### config.mk
export PLATFORM = sky130hd
export DESIGN_NAME = rlt_component_tlv_parser_core_flat
export DESIGN_NICKNAME = d
export VERILOG_FILES = /design/src/rtl/rlt_tlv_pkg.sv /design/src/rtl/rlt_tlv_byte_if.sv /design/src/rtl/rlt_tlv_result_if.sv /design/src/rtl/rlt_component_tlv_parser_core.sv /design/src/flat_wrapper.sv
export SDC_FILE = /design/constraint.sdc
export NUM_CORES = 1
export LEC_CHECK = 0
export ABC_CLOCK_PERIOD_IN_PS = 9050
export BUFFER_PORTS_ARGS = -buffer_cell sky130_fd_sc_hd__buf_4
export CORE_MARGIN = 10
export CORE_UTILIZATION = 50
export CTS_CLUSTER_DIAMETER = 40
export CTS_CLUSTER_SIZE = 24
export DETAILED_ROUTE_END_ITERATION = 8
export HOLD_SLACK_MARGIN = 0.08
export MAX_ROUTING_LAYER = met4
export PLACE_DENSITY = 0.8
export SYNTH_ARGS = -nofsm -noshare
export SYNTH_HDL_FRONTEND = slang
export SYNTH_SLANG_ARGS = --single-unit
### constraint.sdc
create_clock -name clk -period 9.05 [get_ports clk]
set_input_delay 1.81 -clock clk [delete_from_list [all_inputs] [get_ports clk]]
set_output_delay 1.81 -clock clk [all_outputs]
set_load 0.01 [all_outputs]
### src/rtl/rlt_tlv_pkg.sv
// Package of the component tag-length-value parser: tags, lengths, parse phases and codes.
// Used by the top level and the testbench; depends on nothing.
package rlt_tlv_pkg;

	localparam logic [7:0] TAG_SEQ = 8'h30;
	localparam logic [7:0] TAG_OP  = 8'h02;
	localparam logic [7:0] TAG_CID = 8'h80;
	localparam logic [7:0] TAG_RSN = 8'h81;

	localparam logic [7:0] SEQ_LEN        = 8'h09;
	localparam logic [7:0] OP_LEN         = 8'h01;
	localparam logic [7:0] RSN_LEN        = 8'h01;
	localparam logic [7:0] OP_VAL_LENIENT = 8'h02;
	localparam logic [7:0] CID_LEN_FOUR   = 8'h04;
	localparam logic [7:0] CID_LEN_THREE  = 8'h03;

	localparam logic [7:0] EXP_OP_RESET = 8'h01;

	localparam logic [1:0] KIND_STRICT  = 2'd1;
	localparam logic [1:0] KIND_LENIENT = 2'd2;

	localparam logic [2:0] ST_OK       = 3'd0;
	localparam logic [2:0] ST_SEQ_STOP = 3'd1;
	localparam logic [2:0] ST_OP_LEN   = 3'd2;
	localparam logic [2:0] ST_OP_VAL   = 3'd3;
	localparam logic [2:0] ST_BAD_TAG  = 3'd4;
	localparam logic [2:0] ST_TRUNC    = 3'd5;

	localparam int FLAG_CID = 0;
	localparam int FLAG_RSN = 1;
	localparam int FLAG_MIS = 2;

	typedef enum logic [2:0] {
		PH_TAG,
		PH_SEQ_LEN,
		PH_OP_LEN,
		PH_OP_VAL,
		PH_CID_LEN,
		PH_CID_VAL,
		PH_RSN_LEN,
		PH_RSN_VAL
	} phase_t;

endpackage

### src/rtl/rlt_tlv_byte_if.sv
// Channel that carries one component byte per word with its message marks.
// Depends on nothing.
interface rlt_tlv_byte_if;
	logic       valid;
	logic       ready;
	logic [7:0] data_byte;
	logic       first_byte;
	logic       last_byte;
	logic [1:0] msg_kind;

	modport source (output valid, data_byte, first_byte, last_byte, msg_kind, input ready);
	modport sink (input valid, data_byte, first_byte, last_byte, msg_kind, output ready);
endinterface

### src/rtl/rlt_tlv_result_if.sv
// Channel that carries one parse result per word.
// Depends on nothing.
interface rlt_tlv_result_if;
	logic        valid;
	logic        ready;
	logic [2:0]  status;
	logic [31:0] call_id;
	logic [7:0]  call_id_length;
	logic        call_id_seen;
	logic [7:0]  redirect_reason;
	logic        reason_seen;
	logic        mismatch_seen;

	modport source (output valid, status, call_id, call_id_length, call_id_seen,
		redirect_reason, reason_seen, mismatch_seen, input ready);
	modport sink (input valid, status, call_id, call_id_length, call_id_seen,
		redirect_reason, reason_seen, mismatch_seen, output ready);
endinterface

### src/rtl/rlt_component_tlv_parser_core.sv
// Top level of the component tag-length-value parser.
// Depends on rlt_tlv_pkg, rlt_tlv_byte_if and rlt_tlv_result_if.
//
//   Channel   Direction  Word
//   comp      sink       one component byte with first, last and kind marks
//   res       source     one parse result after each byte marked last
//   cfg_*     write      expected operation value for strict parsing
//
// A byte is registered on acceptance and parsed from the byte register, so one byte
// is taken every cycle unless the byte register stalls. The result of a last byte is
// registered in the result register when that byte leaves the byte register.
// The byte register stalls only when it holds a last byte and the result register
// is still full; a byte that is not last never waits on the result side.
// Reset clears all parse state and sets the expected operation value to one.
module rlt_component_tlv_parser_core (
	input  logic                  clk,
	input  logic                  arst_n,
	rlt_tlv_byte_if.sink          comp,
	rlt_tlv_result_if.source      res,
	input  logic                  cfg_we,
	input  logic [7:0]            cfg_wdata
);

	logic [7:0] exp_op_q;

	logic       valid_s1;
	logic [7:0] data_s1;
	logic       first_s1;
	logic       last_s1;
	logic [1:0] kind_s1;
	logic       go_s1;
	logic       fire_s1;

	rlt_tlv_pkg::phase_t phase_q, phase_b, phase_n;
	logic [2:0]  left_q, left_b, left_n;
	logic [31:0] acc_q, acc_b, acc_n;
	logic [7:0]  cid_len_q, cid_len_b, cid_len_n;
	logic [7:0]  rsn_q, rsn_b, rsn_n;
	logic [2:0]  flags_q, flags_b, flags_n;
	logic [2:0]  status_q, status_b, status_n;
	logic        halted_q, halted_b, halted_n;

	logic        strict;
	logic        parse_en;
	logic [1:0]  byte_pos;
	logic [31:0] byte_shifted;

	logic        res_valid_q;
	logic [2:0]  res_status_q;
	logic [31:0] res_call_id_q;
	logic [7:0]  res_cid_len_q;
	logic        res_cid_seen_q;
	logic [7:0]  res_rsn_q;
	logic        res_rsn_seen_q;
	logic        res_mis_q;

	always_ff @(posedge clk or negedge arst_n) begin
		if (!arst_n) begin
			exp_op_q <= rlt_tlv_pkg::EXP_OP_RESET;
		end else if (cfg_we) begin
			exp_op_q <= cfg_wdata;
		end
	end

	assign go_s1      = !last_s1 || !res_valid_q || res.ready;
	assign fire_s1    = valid_s1 && go_s1;
	assign comp.ready = !valid_s1 || go_s1;

	always_ff @(posedge clk or negedge arst_n) begin
		if (!arst_n) begin
			valid_s1 <= 1'b0;
		end else if (comp.ready) begin
			valid_s1 <= comp.valid;
		end
	end

	always_ff @(posedge clk) begin
		if (comp.ready && comp.valid) begin
			data_s1  <= comp.data_byte;
			first_s1 <= comp.first_byte;
			last_s1  <= comp.last_byte;
			kind_s1  <= comp.msg_kind;
		end
	end

	assign strict       = (kind_s1 == rlt_tlv_pkg::KIND_STRICT);
	assign byte_pos     = left_b[1:0] - 2'd1;
	assign byte_shifted = {24'd0, data_s1} << {byte_pos, 3'b000};

	always_comb begin
		if (first_s1) begin
			phase_b   = rlt_tlv_pkg::PH_TAG;
			left_b    = 3'd0;
			acc_b     = 32'd0;
			cid_len_b = 8'd0;
			rsn_b     = 8'd0;
			flags_b   = 3'd0;
			status_b  = rlt_tlv_pkg::ST_OK;
			halted_b  = 1'b0;
		end else begin
			phase_b   = phase_q;
			left_b    = left_q;
			acc_b     = acc_q;
			cid_len_b = cid_len_q;
			rsn_b     = rsn_q;
			flags_b   = flags_q;
			status_b  = status_q;
			halted_b  = halted_q;
		end

		phase_n   = phase_b;
		left_n    = left_b;
		acc_n     = acc_b;
		cid_len_n = cid_len_b;
		rsn_n     = rsn_b;
		flags_n   = flags_b;
		status_n  = status_b;
		halted_n  = halted_b;

		parse_en = !halted_b && (kind_s1 == rlt_tlv_pkg::KIND_STRICT ||
			kind_s1 == rlt_tlv_pkg::KIND_LENIENT);

		if (parse_en) begin
			case (phase_b)
				rlt_tlv_pkg::PH_SEQ_LEN: begin
					phase_n = rlt_tlv_pkg::PH_TAG;
					if (data_s1 != rlt_tlv_pkg::SEQ_LEN) begin
						if (strict) begin
							status_n = rlt_tlv_pkg::ST_SEQ_STOP;
							halted_n = 1'b1;
						end else begin
							flags_n[rlt_tlv_pkg::FLAG_MIS] = 1'b1;
						end
					end
				end
				rlt_tlv_pkg::PH_OP_LEN: begin
					phase_n = rlt_tlv_pkg::PH_OP_VAL;
					if (data_s1 != rlt_tlv_pkg::OP_LEN) begin
						if (strict) begin
							status_n = rlt_tlv_pkg::ST_OP_LEN;
							halted_n = 1'b1;
							phase_n  = rlt_tlv_pkg::PH_TAG;
						end else begin
							flags_n[rlt_tlv_pkg::FLAG_MIS] = 1'b1;
						end
					end
				end
				rlt_tlv_pkg::PH_OP_VAL: begin
					phase_n = rlt_tlv_pkg::PH_TAG;
					if (strict) begin
						if (data_s1 != exp_op_q) begin
							status_n = rlt_tlv_pkg::ST_OP_VAL;
							halted_n = 1'b1;
						end
					end else if (data_s1 != rlt_tlv_pkg::OP_VAL_LENIENT) begin
						flags_n[rlt_tlv_pkg::FLAG_MIS] = 1'b1;
					end
				end
				rlt_tlv_pkg::PH_CID_LEN: begin
					cid_len_n = data_s1;
					if (data_s1 inside {rlt_tlv_pkg::CID_LEN_FOUR,
							rlt_tlv_pkg::CID_LEN_THREE}) begin
						left_n  = data_s1[2:0];
						phase_n = rlt_tlv_pkg::PH_CID_VAL;
					end else begin
						phase_n = rlt_tlv_pkg::PH_TAG;
					end
				end
				rlt_tlv_pkg::PH_CID_VAL: begin
					if (left_b inside {[3'd1:3'd4]}) begin
						acc_n  = acc_b | byte_shifted;
						left_n = left_b - 3'd1;
					end else begin
						left_n = 3'd0;
					end
					if (left_n == 3'd0) begin
						phase_n = rlt_tlv_pkg::PH_TAG;
					end
				end
				rlt_tlv_pkg::PH_RSN_LEN: begin
					phase_n = rlt_tlv_pkg::PH_RSN_VAL;
					if (data_s1 != rlt_tlv_pkg::RSN_LEN) begin
						flags_n[rlt_tlv_pkg::FLAG_MIS] = 1'b1;
					end
				end
				rlt_tlv_pkg::PH_RSN_VAL: begin
					rsn_n   = data_s1;
					phase_n = rlt_tlv_pkg::PH_TAG;
				end
				default: begin
					if (data_s1 == rlt_tlv_pkg::TAG_SEQ) begin
						phase_n = rlt_tlv_pkg::PH_SEQ_LEN;
					end else if (data_s1 == rlt_tlv_pkg::TAG_OP) begin
						phase_n = rlt_tlv_pkg::PH_OP_LEN;
					end else if (data_s1 == rlt_tlv_pkg::TAG_CID) begin
						flags_n[rlt_tlv_pkg::FLAG_CID] = 1'b1;
						phase_n = rlt_tlv_pkg::PH_CID_LEN;
					end else if (data_s1 == rlt_tlv_pkg::TAG_RSN && !strict) begin
						flags_n[rlt_tlv_pkg::FLAG_RSN] = 1'b1;
						phase_n = rlt_tlv_pkg::PH_RSN_LEN;
					end else begin
						status_n = rlt_tlv_pkg::ST_BAD_TAG;
						halted_n = 1'b1;
						phase_n  = rlt_tlv_pkg::PH_TAG;
					end
				end
			endcase
		end

		if (last_s1 && !halted_n && phase_n != rlt_tlv_pkg::PH_TAG) begin
			status_n = rlt_tlv_pkg::ST_TRUNC;
		end
	end

	always_ff @(posedge clk or negedge arst_n) begin
		if (!arst_n) begin
			phase_q   <= rlt_tlv_pkg::PH_TAG;
			left_q    <= 3'd0;
			acc_q     <= 32'd0;
			cid_len_q <= 8'd0;
			rsn_q     <= 8'd0;
			flags_q   <= 3'd0;
			status_q  <= rlt_tlv_pkg::ST_OK;
			halted_q  <= 1'b0;
		end else if (fire_s1) begin
			phase_q   <= phase_n;
			left_q    <= left_n;
			acc_q     <= acc_n;
			cid_len_q <= cid_len_n;
			rsn_q     <= rsn_n;
			flags_q   <= flags_n;
			status_q  <= status_n;
			halted_q  <= halted_n;
		end
	end

	always_ff @(posedge clk or negedge arst_n) begin
		if (!arst_n) begin
			res_valid_q <= 1'b0;
		end else if (fire_s1 && last_s1) begin
			res_valid_q <= 1'b1;
		end else if (res.ready) begin
			res_valid_q <= 1'b0;
		end
	end

	always_ff @(posedge clk) begin
		if (fire_s1 && last_s1) begin
			res_status_q   <= status_n;
			res_call_id_q  <= acc_n;
			res_cid_len_q  <= cid_len_n;
			res_cid_seen_q <= flags_n[rlt_tlv_pkg::FLAG_CID];
			res_rsn_q      <= rsn_n;
			res_rsn_seen_q <= flags_n[rlt_tlv_pkg::FLAG_RSN];
			res_mis_q      <= flags_n[rlt_tlv_pkg::FLAG_MIS];
		end
	end

	assign res.valid           = res_valid_q;
	assign res.status          = res_status_q;
	assign res.call_id         = res_call_id_q;
	assign res.call_id_length  = res_cid_len_q;
	assign res.call_id_seen    = res_cid_seen_q;
	assign res.redirect_reason = res_rsn_q;
	assign res.reason_seen     = res_rsn_seen_q;
	assign res.mismatch_seen   = res_mis_q;

endmodule

### src/flat_wrapper.sv
// flat-port wrapper written by rule: the top's interface ports become plain ports
module rlt_component_tlv_parser_core_flat 
  (clk, arst_n, cfg_we, cfg_wdata, comp_valid, comp_data_byte, comp_first_byte, comp_last_byte, comp_msg_kind, comp_ready, res_valid, res_status, res_call_id, res_call_id_length, res_call_id_seen, res_redirect_reason, res_reason_seen, res_mismatch_seen, res_ready);
  rlt_tlv_byte_if comp_i ();
  rlt_tlv_result_if res_i ();
  input  logic clk;
  input  logic arst_n;
  input  logic cfg_we;
  input  logic [7:0] cfg_wdata;
  input wire logic [$bits(comp_i.valid)-1:0] comp_valid;
  input wire logic [$bits(comp_i.data_byte)-1:0] comp_data_byte;
  input wire logic [$bits(comp_i.first_byte)-1:0] comp_first_byte;
  input wire logic [$bits(comp_i.last_byte)-1:0] comp_last_byte;
  input wire logic [$bits(comp_i.msg_kind)-1:0] comp_msg_kind;
  output wire logic [$bits(comp_i.ready)-1:0] comp_ready;
  output wire logic [$bits(res_i.valid)-1:0] res_valid;
  output wire logic [$bits(res_i.status)-1:0] res_status;
  output wire logic [$bits(res_i.call_id)-1:0] res_call_id;
  output wire logic [$bits(res_i.call_id_length)-1:0] res_call_id_length;
  output wire logic [$bits(res_i.call_id_seen)-1:0] res_call_id_seen;
  output wire logic [$bits(res_i.redirect_reason)-1:0] res_redirect_reason;
  output wire logic [$bits(res_i.reason_seen)-1:0] res_reason_seen;
  output wire logic [$bits(res_i.mismatch_seen)-1:0] res_mismatch_seen;
  input wire logic [$bits(res_i.ready)-1:0] res_ready;
  assign comp_i.valid = comp_valid;
  assign comp_i.data_byte = comp_data_byte;
  assign comp_i.first_byte = comp_first_byte;
  assign comp_i.last_byte = comp_last_byte;
  assign comp_i.msg_kind = comp_msg_kind;
  assign comp_ready = comp_i.ready;
  assign res_valid = res_i.valid;
  assign res_status = res_i.status;
  assign res_call_id = res_i.call_id;
  assign res_call_id_length = res_i.call_id_length;
  assign res_call_id_seen = res_i.call_id_seen;
  assign res_redirect_reason = res_i.redirect_reason;
  assign res_reason_seen = res_i.reason_seen;
  assign res_mismatch_seen = res_i.mismatch_seen;
  assign res_i.ready = res_ready;
  rlt_component_tlv_parser_core u_core (.clk(clk), .arst_n(arst_n), .comp(comp_i), .res(res_i), .cfg_we(cfg_we), .cfg_wdata(cfg_wdata));
endmodule
==> results.yml <==
layout:
  areaGrowthSynthToFinish_pct: 19.11
  design_area_um2: 7690
  final_util: 0.6094
  nets: 665
  fill_cells: 1043
  antenna_cells: 0
  drive_gt1_frac: 0.2550
detailed_routing:
  wire_per_inst_um: 18.00
  dr_wl_met3_um: 871
  wirelength_met1_um: 6458
  viasPerCell: 5.673
  routed_wl_um: 14810
  firstDrtPassIters: 5
  num_vias: 4669
  drt_iter0_markers: 443
  drtAntennaViolNets: 0
  top_layer: "met4"
  wl_met2_um: 7278
  drc_errors: 0
placed_design:
  dp_slack_ns: 4.542
  placed_area_um2: 7107
  port_buffers: 80
  dpl.hpwl_um: 9749
  place_congestion: 0.8877
cts:
  h-tree-depth: 4
  clk_pin_slew_ns: 0.06
  clock_latency_ns: 0.42
  clock_path_buffers: 2
  clock_sinks: 137
  cts_root_buf: "clkbuf_16"
  holdBufCountCts: 0
  cts_tree: "done"
  numCtsBuffers: 17
  cts_resized: 0
  post-cts-setup-buffer-count: 0
pwr:
  vdd_ir_drop_max_uv: 126.3
  p_leak_uw: 0.003115
  power_density_nw_per_um2: 201.9
synth:
  syn_inst: 579
  ys_seq_area_frac: 0.5824
  synthArstFlopShare: 0.5182
  yosysUniqueCellTypes: 69
  synth-edff-count: 66
  yosysWarningCount: 0
  syn_avg_cell_area_um2: 11.15
  netlist_area_um2: 6456
  synthesis.nets: 606
  synth_seq_cells: 137
  synth_ff_type: "dfrtp_1"
worst_setup_path:
  worst_ep_required_time_ns: 7.24
  start_kind: "primary input"
  critPathMaxFanout: 3
  crit_type: "in2out"
  worst_setup_path_end_kind: "output port"
  crit_arrival_ns: 2.32
floorplanning:
  die_width_um: 133.6
  die_h_um: 133.6
  dieArea_um2: 17860
  rows: 41
  core-area_um2: 12620
  pin_count: 81
  initial_core_util: 0.5116
sta:
  slew-limit-headroom: 0.2474
  fin_crit_sh: 0.4560
  tightest_slew_ns: 1.129
  fmax_ghz: 0.2423
  fin_crit_ns: 4.126
  setup_ws_ns: 4.924
  hold_violations: 0
  finalSetupTns_ns: 0
  whs_ns: 0.4840
  report.final.slew_viol_count: 0
  rsz0062_at_grt: "false"
  setup_viol: 0
  fin_skew_ns: 0.009937
min_path:
  min_path_type: "reg2reg"
grt:
  antenna_found_initial: 0
  grt-ovfl-total: 0
  grt_pass1_wl_um: 23730
  grt_usage: 0.1704
  grt_max_degree: 81
  grt_pass1_vias: 4536
flow_run:
  maxCapViolations: 0
run_status:
  status: "finished clean"
final cells by class:
type                            count  area [µm²]  share of cell area
Inverter                           32       120.1             0.01562
Multi-Input combinational cell    368        2396              0.3116
Timing Repair Buffer               82       615.6             0.08005
Tap cell                          172       215.2             0.02799
Clock inverter                     11       80.08             0.01041
Clock buffer                       21       503.0             0.06541
Sequential cell                   137        3760              0.4889
registers in the layout (all words and copies together) (netlist names), 2 cells and up:
name,flops
u_core.kind_s1,2
u_core.res.call_id_length,8
u_core.acc_q,32
u_core.flags_q,3
u_core.left_q,3
u_core.data_s1,8
u_core.cid_len_q,8
u_core.res.status,3
u_core.res.call_id,32
u_core.phase_q,3
u_core.exp_op_q,8
u_core.status_q,3
u_core.rsn_q,8
u_core.res.redirect_reason,8
cells by family (layout without fill, tap and decap cells):
logic type               Yosys count  in the layout  synth area share
AND/OR/NAND/NOR                  192            192            0.1562
flip-flops                       137            137            0.5824
AO/OA/AOI/OAI                    133            133            0.1428
buffers and inverters             74            146           0.04671
multiplexers                      32             32           0.05581
XOR/XNOR                           9              9           0.01221
adder cells (fa/ha/maj)            2              2          0.003875
where the power goes:
part / leakage (µW) / switching, µW / internal (µW)
logic: 0.00124 / 96.3 / 66.0
clock network: 0.000289 / 264 / 400
registers: 0.00158 / 35.5 / 691
total: 0.00311 / 396 / 1160
worst max-delay path, stage by stage:
cell and delay (ns):
buf_4 0.11, nand4b_1 0.21, buf_4 0.18
per-stage QoR:
| step | std cells | total power (µW) |
|---|---|---|
| final | 823 | 1553 |
| after detailed placement | 791 | 899.6 |
| after CTS | 823 | 1557 |
| after global routing | 823 | 1609 |
| after floorplan | 579 | 832.7 |
| after global placement | 791 | 894.8 |
routing by layer:
layer	track usage	vias up
met3	0.04211	18
met4	0.06106	0
met1	0.2084	2290
met5	-	-
li1	-	2192
met2	0.2695	169
cells in the mapped netlist, types with 2 or more instances:
cell / instances / area (µm²)
or2_2: 3 / 18.77
nand2_1: 76 / 285.3
nor2_1: 28 / 105.1
o21ai_0: 52 / 260.3
o311ai_0: 2 / 17.52
a211oi_1: 6 / 45.04
or4b_1: 2 / 20.02
clkbuf_1: 26 / 97.59
o31ai_1: 6 / 45.04
mux2_2: 32 / 360.4
o21a_1: 2 / 15.01
nand4_1: 3 / 18.77
nand2b_1: 33 / 206.5
o32ai_1: 3 / 26.28
ha_1: 2 / 25.02
buf_1: 4 / 15.01
or3_1: 5 / 31.28
a22o_1: 17 / 148.9
and3_1: 5 / 31.28
nand3b_1: 2 / 15.01
nor4_1: 4 / 25.02
o211ai_1: 2 / 15.01
nor3_2: 2 / 20.02
nand4bb_1: 2 / 22.52
xor2_1: 8 / 70.07
buf_2: 10 / 50.05
nor3_1: 8 / 40.04
dfrtp_1: 70 / 1752
a41o_1: 3 / 30.03
inv_1: 32 / 120.1
nor2b_1: 3 / 18.77
and2_1: 4 / 25.02
a2111o_1: 2 / 22.52
edfxtp_1: 66 / 1982
o21bai_1: 2 / 15.01
a31oi_1: 10 / 62.56
a21oi_1: 10 / 50.05
path summary, 6_finish.rpt:
| kind | start | endpoint | slack [ns] | depth (start not counted) |
|---|---|---|---|---|
| worst min-delay path | u_core.acc_q[14] | u_core.acc_q[14] | 0.48 | 2 |
| worst max-delay path | res_ready | comp_ready | 4.92 | 3 |
| min in group asynchronous | arst_n | u_core.acc_q[26] | 1.53 | 1 |
| worst min register to register | u_core.acc_q[14] | u_core.acc_q[14] | 0.48 | 2 |
| worst max register to register | u_core.last_s1 | u_core.res.call_id[28] | 5.90 | 5 |
| max in group asynchronous | arst_n | u_core.flags_q[1] | 6.92 | 1 |
cells in the final DEF, fill, tap and decap left out, drive strengths merged, types with 3 or more instances in the layout:
| master | instances |
|---|---|
| buf | 82 |
| nand2 | 76 |
| dfrtp | 70 |
| edfxtp | 66 |
| o21ai | 52 |
| inv | 37 |
| nand2b | 33 |
| mux2 | 32 |
| nor2 | 29 |
| clkbuf | 21 |
| a22o | 17 |
| a21oi | 11 |
| nor3 | 11 |
| a31oi | 10 |
| xor2 | 8 |
| a211oi | 6 |
| o31ai | 6 |
| or3 | 6 |
| and3 | 5 |
| nor4 | 5 |
| and2 | 4 |
| clkinv | 4 |
| nor2b | 3 |
| or2 | 3 |
| a41o | 3 |
| o32ai | 3 |
| nand4 | 3 |
| o21a | 3 |
(Power assumes the default switching activity.)
